### config.mk
export PLATFORM = sky130hd
export DESIGN_NAME = ibo_locate
export DESIGN_NICKNAME = d
export VERILOG_FILES = /design/src/rtl/ibo_pkg.sv /design/src/rtl/ibo_locate.sv
export SDC_FILE = /design/constraint.sdc
export NUM_CORES = 1
export LEC_CHECK = 0
export BUFFER_PORTS_ARGS = -buffer_cell sky130_fd_sc_hd__buf_4
export CAP_MARGIN = 20
export CORE_ASPECT_RATIO = 1.1
export CORE_MARGIN = 4
export CORE_UTILIZATION = 65
export DETAILED_ROUTE_END_ITERATION = 6
export PLACE_DENSITY = 0.81
export SYNTH_ARGS = -nofsm -noshare
export SYNTH_HDL_FRONTEND = slang
export SYNTH_SLANG_ARGS = --single-unit
### constraint.sdc
create_clock -name clk -period 12.3 [get_ports clk]
set_input_delay 0.615 -clock clk [delete_from_list [all_inputs] [get_ports clk]]
set_output_delay 0.615 -clock clk [all_outputs]
set_load 0.03 [all_outputs]
### src/rtl/ibo_pkg.sv
// Shared constants, types and the face-centre table of the observability unit.
// No dependencies; used by ibo_locate and icosahedral_boundary_observability_unit.
`default_nettype none
package ibo_pkg;

  localparam int NUM_BINS        = 20;
  localparam int BIN_W           = $clog2(NUM_BINS);
  localparam int COORD_WIDTH_DEF = 16;
  localparam int K_W             = 8;
  localparam int AW_W            = 16;
  localparam int CFG_W           = 16;
  localparam int CFG_IDX_W       = 1;
  localparam int CNT_W           = 9;
  localparam int VOL_W           = 30;
  localparam int TOT_W           = 34;
  localparam int QV_W            = 17;
  localparam int N_W             = 26;
  localparam int M_W             = ((TOT_W + QV_W + 7) / 8) * 8;
  localparam int VOL_COEFF_W     = 30;
  localparam int VOL_SHIFT       = 48;
  localparam int FRAC_SHIFT      = 16;

  localparam logic [31:0]     VOL_COEFF = 32'd899535847;
  localparam logic [QV_W-1:0] QV_FULL   = 17'h10000;
  localparam logic [K_W-1:0]  K_RESET   = 8'd4;
  localparam logic [AW_W-1:0] AW_RESET  = 16'd32768;

  // register indexes of the configuration port
  localparam logic [CFG_IDX_W-1:0] REG_CONF_STEPS = 1'b0;
  localparam logic [CFG_IDX_W-1:0] REG_AMB_WIDTH  = 1'b1;

  typedef struct packed {
    logic             done;
    logic [BIN_W-1:0] bin;
  } loc_stat_t;

  localparam logic signed [15:0] FA = 16'sd26039;
  localparam logic signed [15:0] FB = 16'sd6147;
  localparam logic signed [15:0] FC = 16'sd16093;
  localparam logic signed [15:0] FD = 16'sd19892;
  localparam logic signed [15:0] FE = 16'sd32186;
  localparam logic signed [15:0] FF = 16'sd9946;
  localparam logic signed [15:0] FG = 16'sd18919;
  localparam logic signed [15:0] FH = 16'sd11692;
  localparam logic signed [15:0] FI = 16'sd30611;
  localparam logic signed [15:0] F0 = 16'sd0;

  // face centres in Q1.15, one row per bin: x, y, z
  localparam logic signed [15:0] CENTRE [NUM_BINS][3] = '{
    '{-FB, FA, -FG}, '{FC, FA, FH},   '{-FD, FA, F0}, '{FC, FA, -FH},
    '{-FB, FA, FG},  '{-FE, FB, F0},  '{-FF, FB, FI}, '{FA, FB, -FG},
    '{-FF, FB, -FI}, '{FA, FB, FG},   '{-FA, -FB, -FG}, '{FF, -FB, FI},
    '{-FA, -FB, FG}, '{FF, -FB, -FI}, '{FE, -FB, F0}, '{FB, -FA, -FG},
    '{FD, -FA, F0},  '{-FC, -FA, FH}, '{-FC, -FA, -FH}, '{FB, -FA, FG}
  };

  function automatic logic signed [15:0] centre_val(input logic [BIN_W-1:0] j,
                                                    input logic [1:0] c);
    logic signed [15:0] v;
    v = F0;
    if (int'(j) < NUM_BINS && c != 2'd3) begin
      v = CENTRE[j][c];
    end
    return v;
  endfunction

endpackage
`default_nettype wire

### src/rtl/ibo_locate.sv
// Radius and bin finder: bit-serial square root and a 20-way argmax over one signed MAC.
// Depends on ibo_pkg.
`default_nettype none
module ibo_locate #(
  parameter int COORD_WIDTH = ibo_pkg::COORD_WIDTH_DEF
) (
  input  wire logic                          clk,
  input  wire logic                          rst,
  input  wire logic                          start,
  input  wire logic signed [COORD_WIDTH-1:0] x,
  input  wire logic signed [COORD_WIDTH-1:0] y,
  input  wire logic signed [COORD_WIDTH-1:0] z,
  output logic             [COORD_WIDTH-1:0] radius,
  output ibo_pkg::loc_stat_t                 stat
);

  localparam int CW    = COORD_WIDTH;
  localparam int MB_W  = (CW > 16) ? CW : 16;
  localparam int P_W   = CW + MB_W;
  localparam int ACC_W = ((2 * CW > CW + 16) ? 2 * CW : CW + 16) + 1;
  localparam int GRP_W = $clog2(ibo_pkg::NUM_BINS + 1);
  localparam int RAD_W = 2 * CW;
  localparam int REM_W = CW + 3;
  localparam int SQC_W = $clog2(CW + 1);

  logic                          iss;
  logic [GRP_W-1:0]              grp;
  logic [1:0]                    crd;
  logic                          vld_d;
  logic [GRP_W-1:0]              grp_d;
  logic [1:0]                    crd_d;
  logic signed [P_W-1:0]         prod;
  logic signed [ACC_W-1:0]       acc;
  logic signed [ACC_W-1:0]       top_score;
  logic signed [ACC_W-1:0]       sum_now;
  logic signed [CW-1:0]          coord;
  logic signed [MB_W-1:0]        bop;
  logic [RAD_W-1:0]              rad;
  logic [REM_W-1:0]              rem;
  logic [REM_W-1:0]              rem_t;
  logic [REM_W-1:0]              trial;
  logic [SQC_W-1:0]              sq_cnt;

  always_comb begin
    unique case (crd)
      2'd0:    coord = x;
      2'd1:    coord = y;
      default: coord = z;
    endcase
    if (grp == '0) begin
      bop = MB_W'(coord);
    end else begin
      bop = MB_W'(ibo_pkg::centre_val(ibo_pkg::BIN_W'(grp - GRP_W'(1)), crd));
    end
    sum_now = ((crd_d == 2'd0) ? '0 : acc) + ACC_W'(prod);
    rem_t   = {rem[REM_W-3:0], rad[RAD_W-1 -: 2]};
    trial   = REM_W'({radius, 2'b01});
  end

  always_ff @(posedge clk) begin
    if (rst) begin
      iss       <= 1'b0;
      vld_d     <= 1'b0;
      stat.done <= 1'b0;
      sq_cnt    <= '0;
    end else begin
      // issue one product per cycle: three squares, then three per bin
      vld_d <= iss;
      grp_d <= grp;
      crd_d <= crd;
      prod  <= coord * bop;
      if (start) begin
        iss <= 1'b1;
        grp <= '0;
        crd <= '0;
      end else if (iss) begin
        if (crd == 2'd2) begin
          crd <= '0;
          grp <= grp + GRP_W'(1);
          if (grp == GRP_W'(ibo_pkg::NUM_BINS)) begin
            iss <= 1'b0;
          end
        end else begin
          crd <= crd + 2'd1;
        end
      end

      stat.done <= vld_d && crd_d == 2'd2 && grp_d == GRP_W'(ibo_pkg::NUM_BINS);
      if (vld_d) begin
        acc <= sum_now;
        if (crd_d == 2'd2) begin
          if (grp_d == '0) begin
            rad    <= RAD_W'(sum_now);
            rem    <= '0;
            radius <= '0;
            sq_cnt <= SQC_W'(CW);
          end else if (grp_d == GRP_W'(1) || sum_now > top_score) begin
            // strict compare keeps the lowest index on ties
            top_score <= sum_now;
            stat.bin  <= ibo_pkg::BIN_W'(grp_d - GRP_W'(1));
          end
        end
      end

      // one root bit per cycle
      if (sq_cnt != '0) begin
        sq_cnt <= sq_cnt - SQC_W'(1);
        rad    <= {rad[RAD_W-3:0], 2'b00};
        if (rem_t >= trial) begin
          rem    <= rem_t - trial;
          radius <= {radius[CW-2:0], 1'b1};
        end else begin
          rem    <= rem_t;
          radius <= {radius[CW-2:0], 1'b0};
        end
      end
    end
  end

endmodule
`default_nettype wire

Word level (Yosys, flattened, before mapping)

Memories as Yosys holds them, arrays and structs flattened.
Index checks and enable logic that the tools add are counted.

Add/subtract/negate cells: 7
$mul: 1
Order comparisons: 5
Equality and inequality tests: 7
Multiplexer cells: 35
Bitwise logic cells: 4
Reduce and logical (&&, ||, !) cells: 20

Operators with widths:

| operator                                          | count |
|---|---|
| 2-to-1 mux 16 bit                                 | 8 |
| 2-to-1 mux 32 bit                                 | 4 |
| 2-to-1 mux 48 bit                                 | 2 |
| 2-to-1 mux 17 bit                                 | 5 |
| adder 33 bit                                      | 1 |
| > comparator 33 bit                               | 1 |
| 2-to-1 mux 33 bit                                 | 1 |
| binary-select mux 16 bit (select 2 bit)           | 1 |
| multiplier 16 x 16 -> 32 bit                      | 1 |
| case mux 16 bit (2 select lines)                  | 1 |
| 2-to-1 mux 5 bit                                  | 6 |
| >= comparator 19 x 18 -> 1 bit                    | 1 |
| subtractor 17 bit                                 | 1 |
| subtractor 5 x 1 -> 5 bit, second input constant  | 3 |
| == test 5 bit, second input constant              | 2 |
| logical NOT 5 bit                                 | 2 |
| nonzero test 2 bit                                | 5 |
| >= comparator 6 bit, second input constant        | 1 |
| inverter 5 -> 6 bit                               | 1 |
| AND reduction 3 bit                               | 2 |
| adder 5 x 1 -> 5 bit, second input constant       | 1 |
| == test 5 x 1 -> 1 bit, second input constant     | 1 |
| less-than comparator 5 bit, second input constant | 1 |
| 2-to-1 mux 1 bit                                  | 5 |
| other kinds (15)                                  | 22 |

Register bits: 190
ROM bits: 1,536
Bits of input ports: 51
Output and inout bits: 22
Word-level logic and storage cells: 96
Memories: 1

Memory list:

| name            | depth | bits a word | read ports | clocked after Yosys merged registers in | write ports | line          | RTL |
|---|---|---|---|---|---|---|---|
| (no name shown) | 32    | 48          | 1          | 0                                       | 0           | ibo_pkg.sv:62 | `v = CENTRE[j][c];` |

Depth between registers and ports, before layout

Gate-level depths: netlist (run 1).

Word-level depth: 11
Depth in mapped cells: 34
Mapped depth without buffers: 32

Worst setup path after synthesis (run 1)

OpenSTA, ideal clock, no wires.

Path kind: reg2reg
Start: register grp[0]
End: register prod[31], data pin
Setup time: 260 ps
Arrival: 8,085 ps
Setup slack: 3,955 ps
Stages on the path, launching flop included: 33
Period minus slack after synthesis: 8,345 ps
Cells stage by stage: edfxtp_1 > buf_4 > clkinv_1 > ha_1 > clkbuf_1 > inv_1 > o21ba_2 > o221a_2 > o311ai_4 > o21bai_2 > nor2_1 > a21oi_2 > buf_4 > nor2_1 > fa_1 > inv_1 > fa_1 > fa_1 > fa_1 > inv_1 > fa_1 > inv_1 > fa_1 > inv_1 > ha_1 > and3_1 > a221oi_1 > a2bb2oi_1 > a21oi_1 > o41ai_1 > o21ai_0 > a21oi_1 > xnor2_1

Longest elaborated chain between the ends: 11

Ends and longest elaborated chain:

| what                                                  | line             | RTL |
|---|---|---|
| from (decl)                                           | ibo_locate.sv:27 | `logic [GRP_W-1:0] grp;` |
| from (signal assigned)                                | ibo_locate.sv:79 | `grp <= grp + GRP_W'(1);` |
| subtractor 5 x 1 -> 5 bit                             | ibo_locate.sv:53 | `bop = MB_W'(ibo_pkg::centre_val(ibo_pkg::BIN_W'(grp - GRP_W'(1)), crd));` |
| inverter 5 -> 6 bit (not written as such)             | ibo_pkg.sv:62    |  |
| memory (32 x 48 bit)                                  | --               |  |
| 2-to-1 mux 48 bit (not written as such) (2 in series) | ibo_pkg.sv:62    |  |
| binary-select mux 16 bit (select 2 bit)               | ibo_pkg.sv:62    |  |
| 2-to-1 mux 16 bit (not written as such) (2 in series) | ibo_pkg.sv:62    |  |
| 2-to-1 mux 16 bit                                     | ibo_pkg.sv:61    | `if (int'(j) < NUM_BINS && c != 2'd3) begin` |
| 2-to-1 mux 16 bit (*)                                 | ibo_locate.sv:50 | `if (grp == '0) begin` |
| multiplier 16 x 16 -> 32 bit (*)                      | ibo_locate.sv:71 | `prod <= coord * bop;` |
| to (signal assigned)                                  | ibo_locate.sv:71 |  |
| to (decl)                                             | ibo_locate.sv:32 | `logic signed [P_W-1:0] prod;` |

Every way passes the cells marked *; elsewhere a longest branch is shown, timed or not. The select of a mux whose other input is x is not followed.
A chain may end at the register's enable or synchronous reset.

Worst setup path in the final report (run 1)

Same ends and word-level chain as after synthesis.

==> impl_metrics.py, run 1 <==
metrics = {
    "routing": {
        "wl_per_cell_um": 19.0,
        "drtAntennaViolNets": 0,
        "drc": 0,
        "dr.pass1.iters": 6,
        "vias": 16511,
        "highest_layer": "met4",
        "wl_met2_um": 25400,
        "wl_um": 52200,
        "drtIter0Drc": 1574,
        "vias_per_cell": 6.00,
        "route.met3.wl_um": 3990,
        "met1_length_um": 21200,
    },
    "critical_path": {
        "slowest_delay_ns": 0.89,
        "slowest_stage": "fa_1",
        "reg2reg_setup_slack_ns": 1.81,
        "critPathLaunchType": "register",
        "cp.required_ns": 12.49,
        "crit_path_start": "grp[0]$_SDFFCE_PP0P_",
        "path_class": "register to register",
        "crit_path_max_fanout": 21,
        "endpoint": "prod[31]$_DFFE_PN_",
        "endpoint_kind": "register",
        "crit_path_frequent_cell": "fa_1",
        "regToRegEndpoint": "prod[31]$_DFFE_PN_",
        "arrival_ns": 10.69,
        "rr_worst_depth": 28,
        "r2r-start": "grp[0]$_SDFFCE_PP0P_",
    },
    "sta": {
        "finClkSkew_ns": 0.0133,
        "finalHoldViolCount": 0,
        "rsz0062_at_grt": "false",
        "finalCriticalPeriod_ns": 10.49,
        "maxSlewHeadroom_pct": 20.6,
        "setup_viol": 0,
        "fmax_ghz": 0.0953,
        "hold_ws_ns": 0.454,
        "period_share_pct": 85.3,
        "finalMaxSlewViolations": 0,
        "tightest_slew_ns": 1.19,
        "tns_ns": 0,
    },
    "yosys": {
        "syn-num-nets": 2758,
        "synth.distinct_cells": 92,
        "synth_top_area_cell": "edfxtp_1",
        "ys_ff_latch": 190,
        "async_flop_share_pct": 0,
        "syn_avg_cell_area_um2": 9.59,
        "ys.flop_type": "edfxtp_1",
        "synth_area_um2": 21700,
        "synth_edf_count": 182,
        "synth_top_area_share_pct": 25.2,
        "ys_top_cells_by_area": "edfxtp_1 (25%), fa_1 (24%), ha_1 (10%)",
        "yosysWarnings": 0,
        "synth.yosys.seq_area_share_pct": 25.9,
        "synth_cells": 2262,
    },
    "floorplan": {
        "die_area_um2": 36300,
        "core_um2": 32600,
        "die_w_um": 182,
        "die_y_um": 200,
        "io_pins": 73,
        "start_util_pct": 66.4,
        "fp-row-count": 69,
    },
    "clocking": {
        "cts_buffers": 17,
        "postCtsSetupBuffers": 0,
        "ctsHoldBuffers": 0,
        "cts_sinks": 190,
        "cts-root-buf": "clkbuf_16",
        "htree_levels": 4,
        "cts_tree": "built",
        "ctsResizeCount": 0,
        "cts_buffer_depth": 2,
        "path_clk_slew_ns": 0.08,
        "insertion_delay_ns": 0.45,
    },
    "grt": {
        "grt_pass1_wl_um": 86700,
        "grt_pass1_vias": 17251,
        "antenna_found_initial": 0,
        "groute.usage.overall_pct": 29.6,
        "grt_overflow_total": 0,
        "grt_start_max_net_pins": 66,
    },
    "finish": {
        "drive_above_1_share_pct": 8.61,
        "syn_to_final_growth_pct": 7.43,
        "postLayoutCoreUtil_pct": 71.4,
        "n_antenna_cell": 0,
        "fin_nets": 2807,
        "final_cell_area_um2": 23300,
        "nFillCells": 2378,
    },
    "placed_design": {
        "gp_congestion": 0.940,
        "dpl_cell_area_um2": 22700,
        "io_buffers": 72,
        "dp_hpwl_um": 40800,
    },
    "job": {
        "drv_cap": 0,
    },
    "worst_hold_path": {
        "hp-class": "primary input to register",
    },
    "status": {
        "outcome": "completed",
    },
}
==> worst max-delay path: cells and delay by family, from the launching register on <==
kind / cells / cell delay, ns
AND/OR/NAND/NOR: 4 / 0.80
adder cells (fa/ha/maj): 8 / 4.48
flip-flops: 1 / 0.84
buffers and inverters: 5 / 0.93
AO/OA/AOI/OAI: 9 / 2.46
XOR/XNOR: 2 / 0.72
==> cell families (layout without fill, tap and decap cells) <==
family                     count (synthesis)  count (layout)  synth area share, %
AOI/OAI and AO/OA                        397             397                 12.6
muxes                                     14              14                0.704
xor gates and xnor gates                  85              85                 3.60
and+or+nand+nor                          663             663                 13.9
buffers and inverters                    468             530                 8.35
adders and majority gates                445             445                 34.8
DFF                                      190             190                 25.9
==> state kept, by name, indices dropped and copies added, names as in the netlist <==
| register | count |
|---|---|
| acc | 33 |
| crd | 2 |
| crd_d | 2 |
| grp | 5 |
| grp_d | 5 |
| iss | 1 |
| prod | 32 |
| rad | 32 |
| radius | 16 |
| rem | 17 |
| sq_cnt | 5 |
| stat | 6 |
| top_score | 33 |
| vld_d | 1 |
==> final cells by class <==
cell class	instances	area, um^2	area share, %
sequential	190	5630	24.1
inverter	396	1490	6.38
multi-input combinational	1604	14300	61.4
clock buffer	17	425	1.83
timing repair buffer	102	766	3.29
tap	426	533	2.29
clock inverter	15	166	0.714
==> how the worst min path moves through the flow <==
stage / start / end / slack, ns / cells after the start
after floorplan: grp[3]$_SDFFCE_PP0P_ / grp_d[3]$_DFFE_PN_ / 0.42 / 0
after global placement: iss$_SDFF_PP0_ / vld_d$_SDFF_PP0_ / 0.48 / 1
after detailed placement: iss$_SDFF_PP0_ / vld_d$_SDFF_PP0_ / 0.49 / 1
after CTS: rst / vld_d$_SDFF_PP0_ / 0.44 / 2
after global routing: rst / sq_cnt[1]$_SDFFE_PP0P_ / 0.45 / 2
final: rst / vld_d$_SDFF_PP0_ / 0.45 / 2
==> metal layers <==
metal,global-route usage (%),vias up
met5,0,-
met4,9.48,0
met3,5.24,153
met2,50.7,765
met1,38.6,8047
li1,-,7546
==> cells in the mapped netlist (13+ instances only) <==
master / n
ha_1: 181
buf_2: 22
clkbuf_1: 38
and2_1: 19
fa_1: 264
xnor2_1: 60
o21bai_1: 16
a21o_1: 55
nand2_1: 193
inv_1: 393
o21ai_0: 49
nor3_1: 27
a22o_1: 17
a211oi_1: 16
nor2b_1: 52
o21a_1: 13
nand3_1: 22
a31oi_1: 15
or2_2: 13
a21oi_1: 110
edfxtp_1: 182
nand2b_1: 27
nor2_1: 261
xor2_1: 21
==> cells in the final DEF (no fill, tap or decap), types with 10 or more instances in the layout <==
cell type	n
fa_1	264
a21oi_1	110
nor3_1	27
o21a_1	13
inv_1	393
xor2_1	21
o31ai_1	11
nand2_1	193
clkbuf_16	17
o21ai_0	49
nor2b_1	51
or2_2	13
edfxtp_1	182
xnor2_1	60
a22o_1	17
nor2_1	258
o21bai_1	16
nand2b_1	27
mux2_2	10
nand3_1	22
buf_4	102
a211oi_1	16
a31oi_1	14
nand4_1	11
and2_1	19
ha_1	181
a21o_1	55
==> metrics by stage <==
stage | cells | setup WS, ns
after floorplan | 2262 | 3.96
after global placement | 2715 | 2.22
after detailed placement | 2717 | 1.96
after CTS | 2749 | 1.91
after global routing | 2750 | 1.16
final | 2750 | 1.81
Power of run 1 is not shown: default switching activity piles up to over one toggle a cycle in this logic, so the estimate is an artifact.
==> run 2, diff against run 1 <==
--- a/config.mk
+++ b/config.mk
@@ -12,5 +12,7 @@
 export CORE_UTILIZATION = 65
 export DETAILED_ROUTE_END_ITERATION = 6
+export GPL_ROUTABILITY_DRIVEN = 0
 export PLACE_DENSITY = 0.81
+export RECOVER_POWER = 100
 export SYNTH_ARGS = -nofsm -noshare
 export SYNTH_HDL_FRONTEND = slang
==> constraint.sdc (replaced) <==
create_clock -name clk -period 12.3 [get_ports clk]
set_input_delay 0.615 -clock clk [delete_from_list [all_inputs] [get_ports clk]]
set_output_delay 0.615 -clock clk [all_outputs]
set_load 0.05 [all_outputs]
==> run 2 against run 1 <==
  * The run now ends with max-capacitance violations, max-slew violations left
  * Clock skew rose by 0.0023 ns
  * Critical path depth rose by 2
  * Routed wire length rose by 0.16%
  * Utilization fell by 0.28 points
  * Die area did not move
  * Largest cell class unchanged
  * Highest routed layer unchanged
==> impl_metrics.py, run 2 (synthesis gave the netlist of run 1 again) <==
metrics = {
    "clocking": {
        "insertion_delay_ns": 0.45,
        "ctsHoldBuffers": 0,
        "cts_buffers": 17,
        "cts_sinks": 190,
        "cts_tree": "built",
        "cts_buffer_depth": 2,
        "htree_levels": 4,
        "ctsResizeCount": 0,
        "path_clk_slew_ns": 0.08,
        "postCtsSetupBuffers": 0,
        "cts-root-buf": "clkbuf_16",
    },
    "sta": {
        "hold_ws_ns": 0.460,
        "rsz0062_at_grt": "false",
        "tns_ns": 0,
        "period_share_pct": 91.8,
        "finClkSkew_ns": 0.0156,
        "tightest_slew_ns": 3.62,
        "finalCriticalPeriod_ns": 11.30,
        "fmax_ghz": 0.0885,
        "maxSlewHeadroom_pct": -141,
        "postLayoutSetupSlackWorst_ns": 1.00,
        "finalHoldViolCount": 0,
        "finalMaxSlewViolations": 298,
        "setup_viol": 0,
    },
    "finish": {
        "syn_to_final_growth_pct": 7.00,
        "seqCellArea_um2": 5630,
        "multi_input_area_um2": 14300,
        "reg_top3": "acc (33), top_score (33)",
        "drive_above_1_share_pct": 6.98,
        "layout_commonest_cell": "inv_1",
        "final_cell_mix": "inv_1 (393), fa_1 (264), nor2_1 (259)",
        "n_antenna_cell": 0,
        "fin_nets": 2804,
        "final_cell_area_um2": 23200,
        "nFillCells": 2393,
    },
    "floorplan": {
        "fp-row-count": 69,
        "core_um2": 32600,
        "start_util_pct": 66.4,
        "io_pins": 73,
        "die_w_um": 182,
        "die_y_um": 200,
        "die_area_um2": 36300,
    },
    "routing": {
        "wl_um": 52300,
        "vias_per_cell": 6.03,
        "drc": 0,
        "drtIter0Drc": 1427,
        "drtAntennaViolNets": 0,
        "vias": 16558,
        "dr.pass1.iters": 6,
        "wl_per_cell_um": 19.0,
    },
    "job": {
        "drv_cap": 8,
    },
    "status": {
        "violations": "max-capacitance violations, max-slew violations",
        "outcome": "finished, violations left",
    },
    "critical_path": {
        "crit_path_frequent_cell": "fa_1",
        "endpoint_kind": "register",
        "slowest_delay_ns": 1.01,
        "crit_path_max_fanout": 21,
        "slowest_stage": "xnor2_1",
        "critPathLaunchType": "register",
        "arrival_ns": 11.49,
        "cp.required_ns": 12.49,
        "path_class": "register to register",
    },
    "grt": {
        "grt_pass1_vias": 17245,
        "met3_usage_pct": 4.08,
        "grtUsageMet1_pct": 37.7,
        "busiest_layer": "met2",
        "grt_overflow_total": 0,
        "globalRouteMet2Util_pct": 50.7,
        "groute.usage.overall_pct": 29.3,
        "grt_pass1_wl_um": 85800,
        "antenna_found_initial": 0,
        "grt_start_max_net_pins": 66,
    },
    "placed_design": {
        "pre_cts_slack_ns": 1.72,
        "io_buffers": 72,
        "dp_hpwl_um": 40600,
        "dpl_cell_area_um2": 22700,
    },
    "worst_hold_path": {
        "hp-class": "primary input to register",
    },
}
-- run 2: cell count changes in the layout (fill, tap and decap cells not counted), sizes merged --
cell    previous run  this run
bufinv             1         4
clkinv             6         4
inv              404       403
clkbuf            17        46
buf              102        70
-- run 2: per-stage QoR --
stage                     cells  util (%)
final                      2747      71.1
after global routing       2747      71.1
after CTS                  2747      71.5
after detailed placement   2715      69.5
after global placement     2714      69.5
after floorplan            2262         -
-- run 2: final cells by class --
cell class / instances / area share, %
clock inverters: 15 / 1.04
well taps: 426 / 2.30
inverters: 396 / 6.41
repair buffers: 99 / 2.73
clock buffers: 17 / 1.83
flip-flops and latches: 190 / 24.2
multi-input cells: 1604 / 61.4
-- run 2: path summary, 6_finish.rpt --
check,start,end,slack [ns],cells past startpoint
min reg2reg,rad[2]$_DFFE_PP_,rad[4]$_DFFE_PP_,0.52,2
min,start,iss$_SDFF_PP0_,0.46,3
max reg2reg,grp[0]$_SDFFCE_PP0P_,prod[31]$_DFFE_PN_,1.00,30
max,grp[0]$_SDFFCE_PP0P_,prod[31]$_DFFE_PN_,1.00,30
-- run 2: routing by layer --
layer  part of all wire [%]  up-vias
met5                      0        -
met4                    4.2        0
met3                    7.7      166
met2                     48      831
met1                     40     8021
li1                       -     7540
-- run 2: worst max-delay path: cells and delay by family (launching register included) --
family / cells / cell delay [ns]
adders and majority gates: 8 / 3.85
AOI/OAI and AO/OA: 11 / 3.54
xor gates and xnor gates: 2 / 1.09
buffers and inverters: 6 / 1.08
DFF: 1 / 0.88
and+or+nand+nor: 3 / 0.56
Power of run 2 is left out for the same reason.
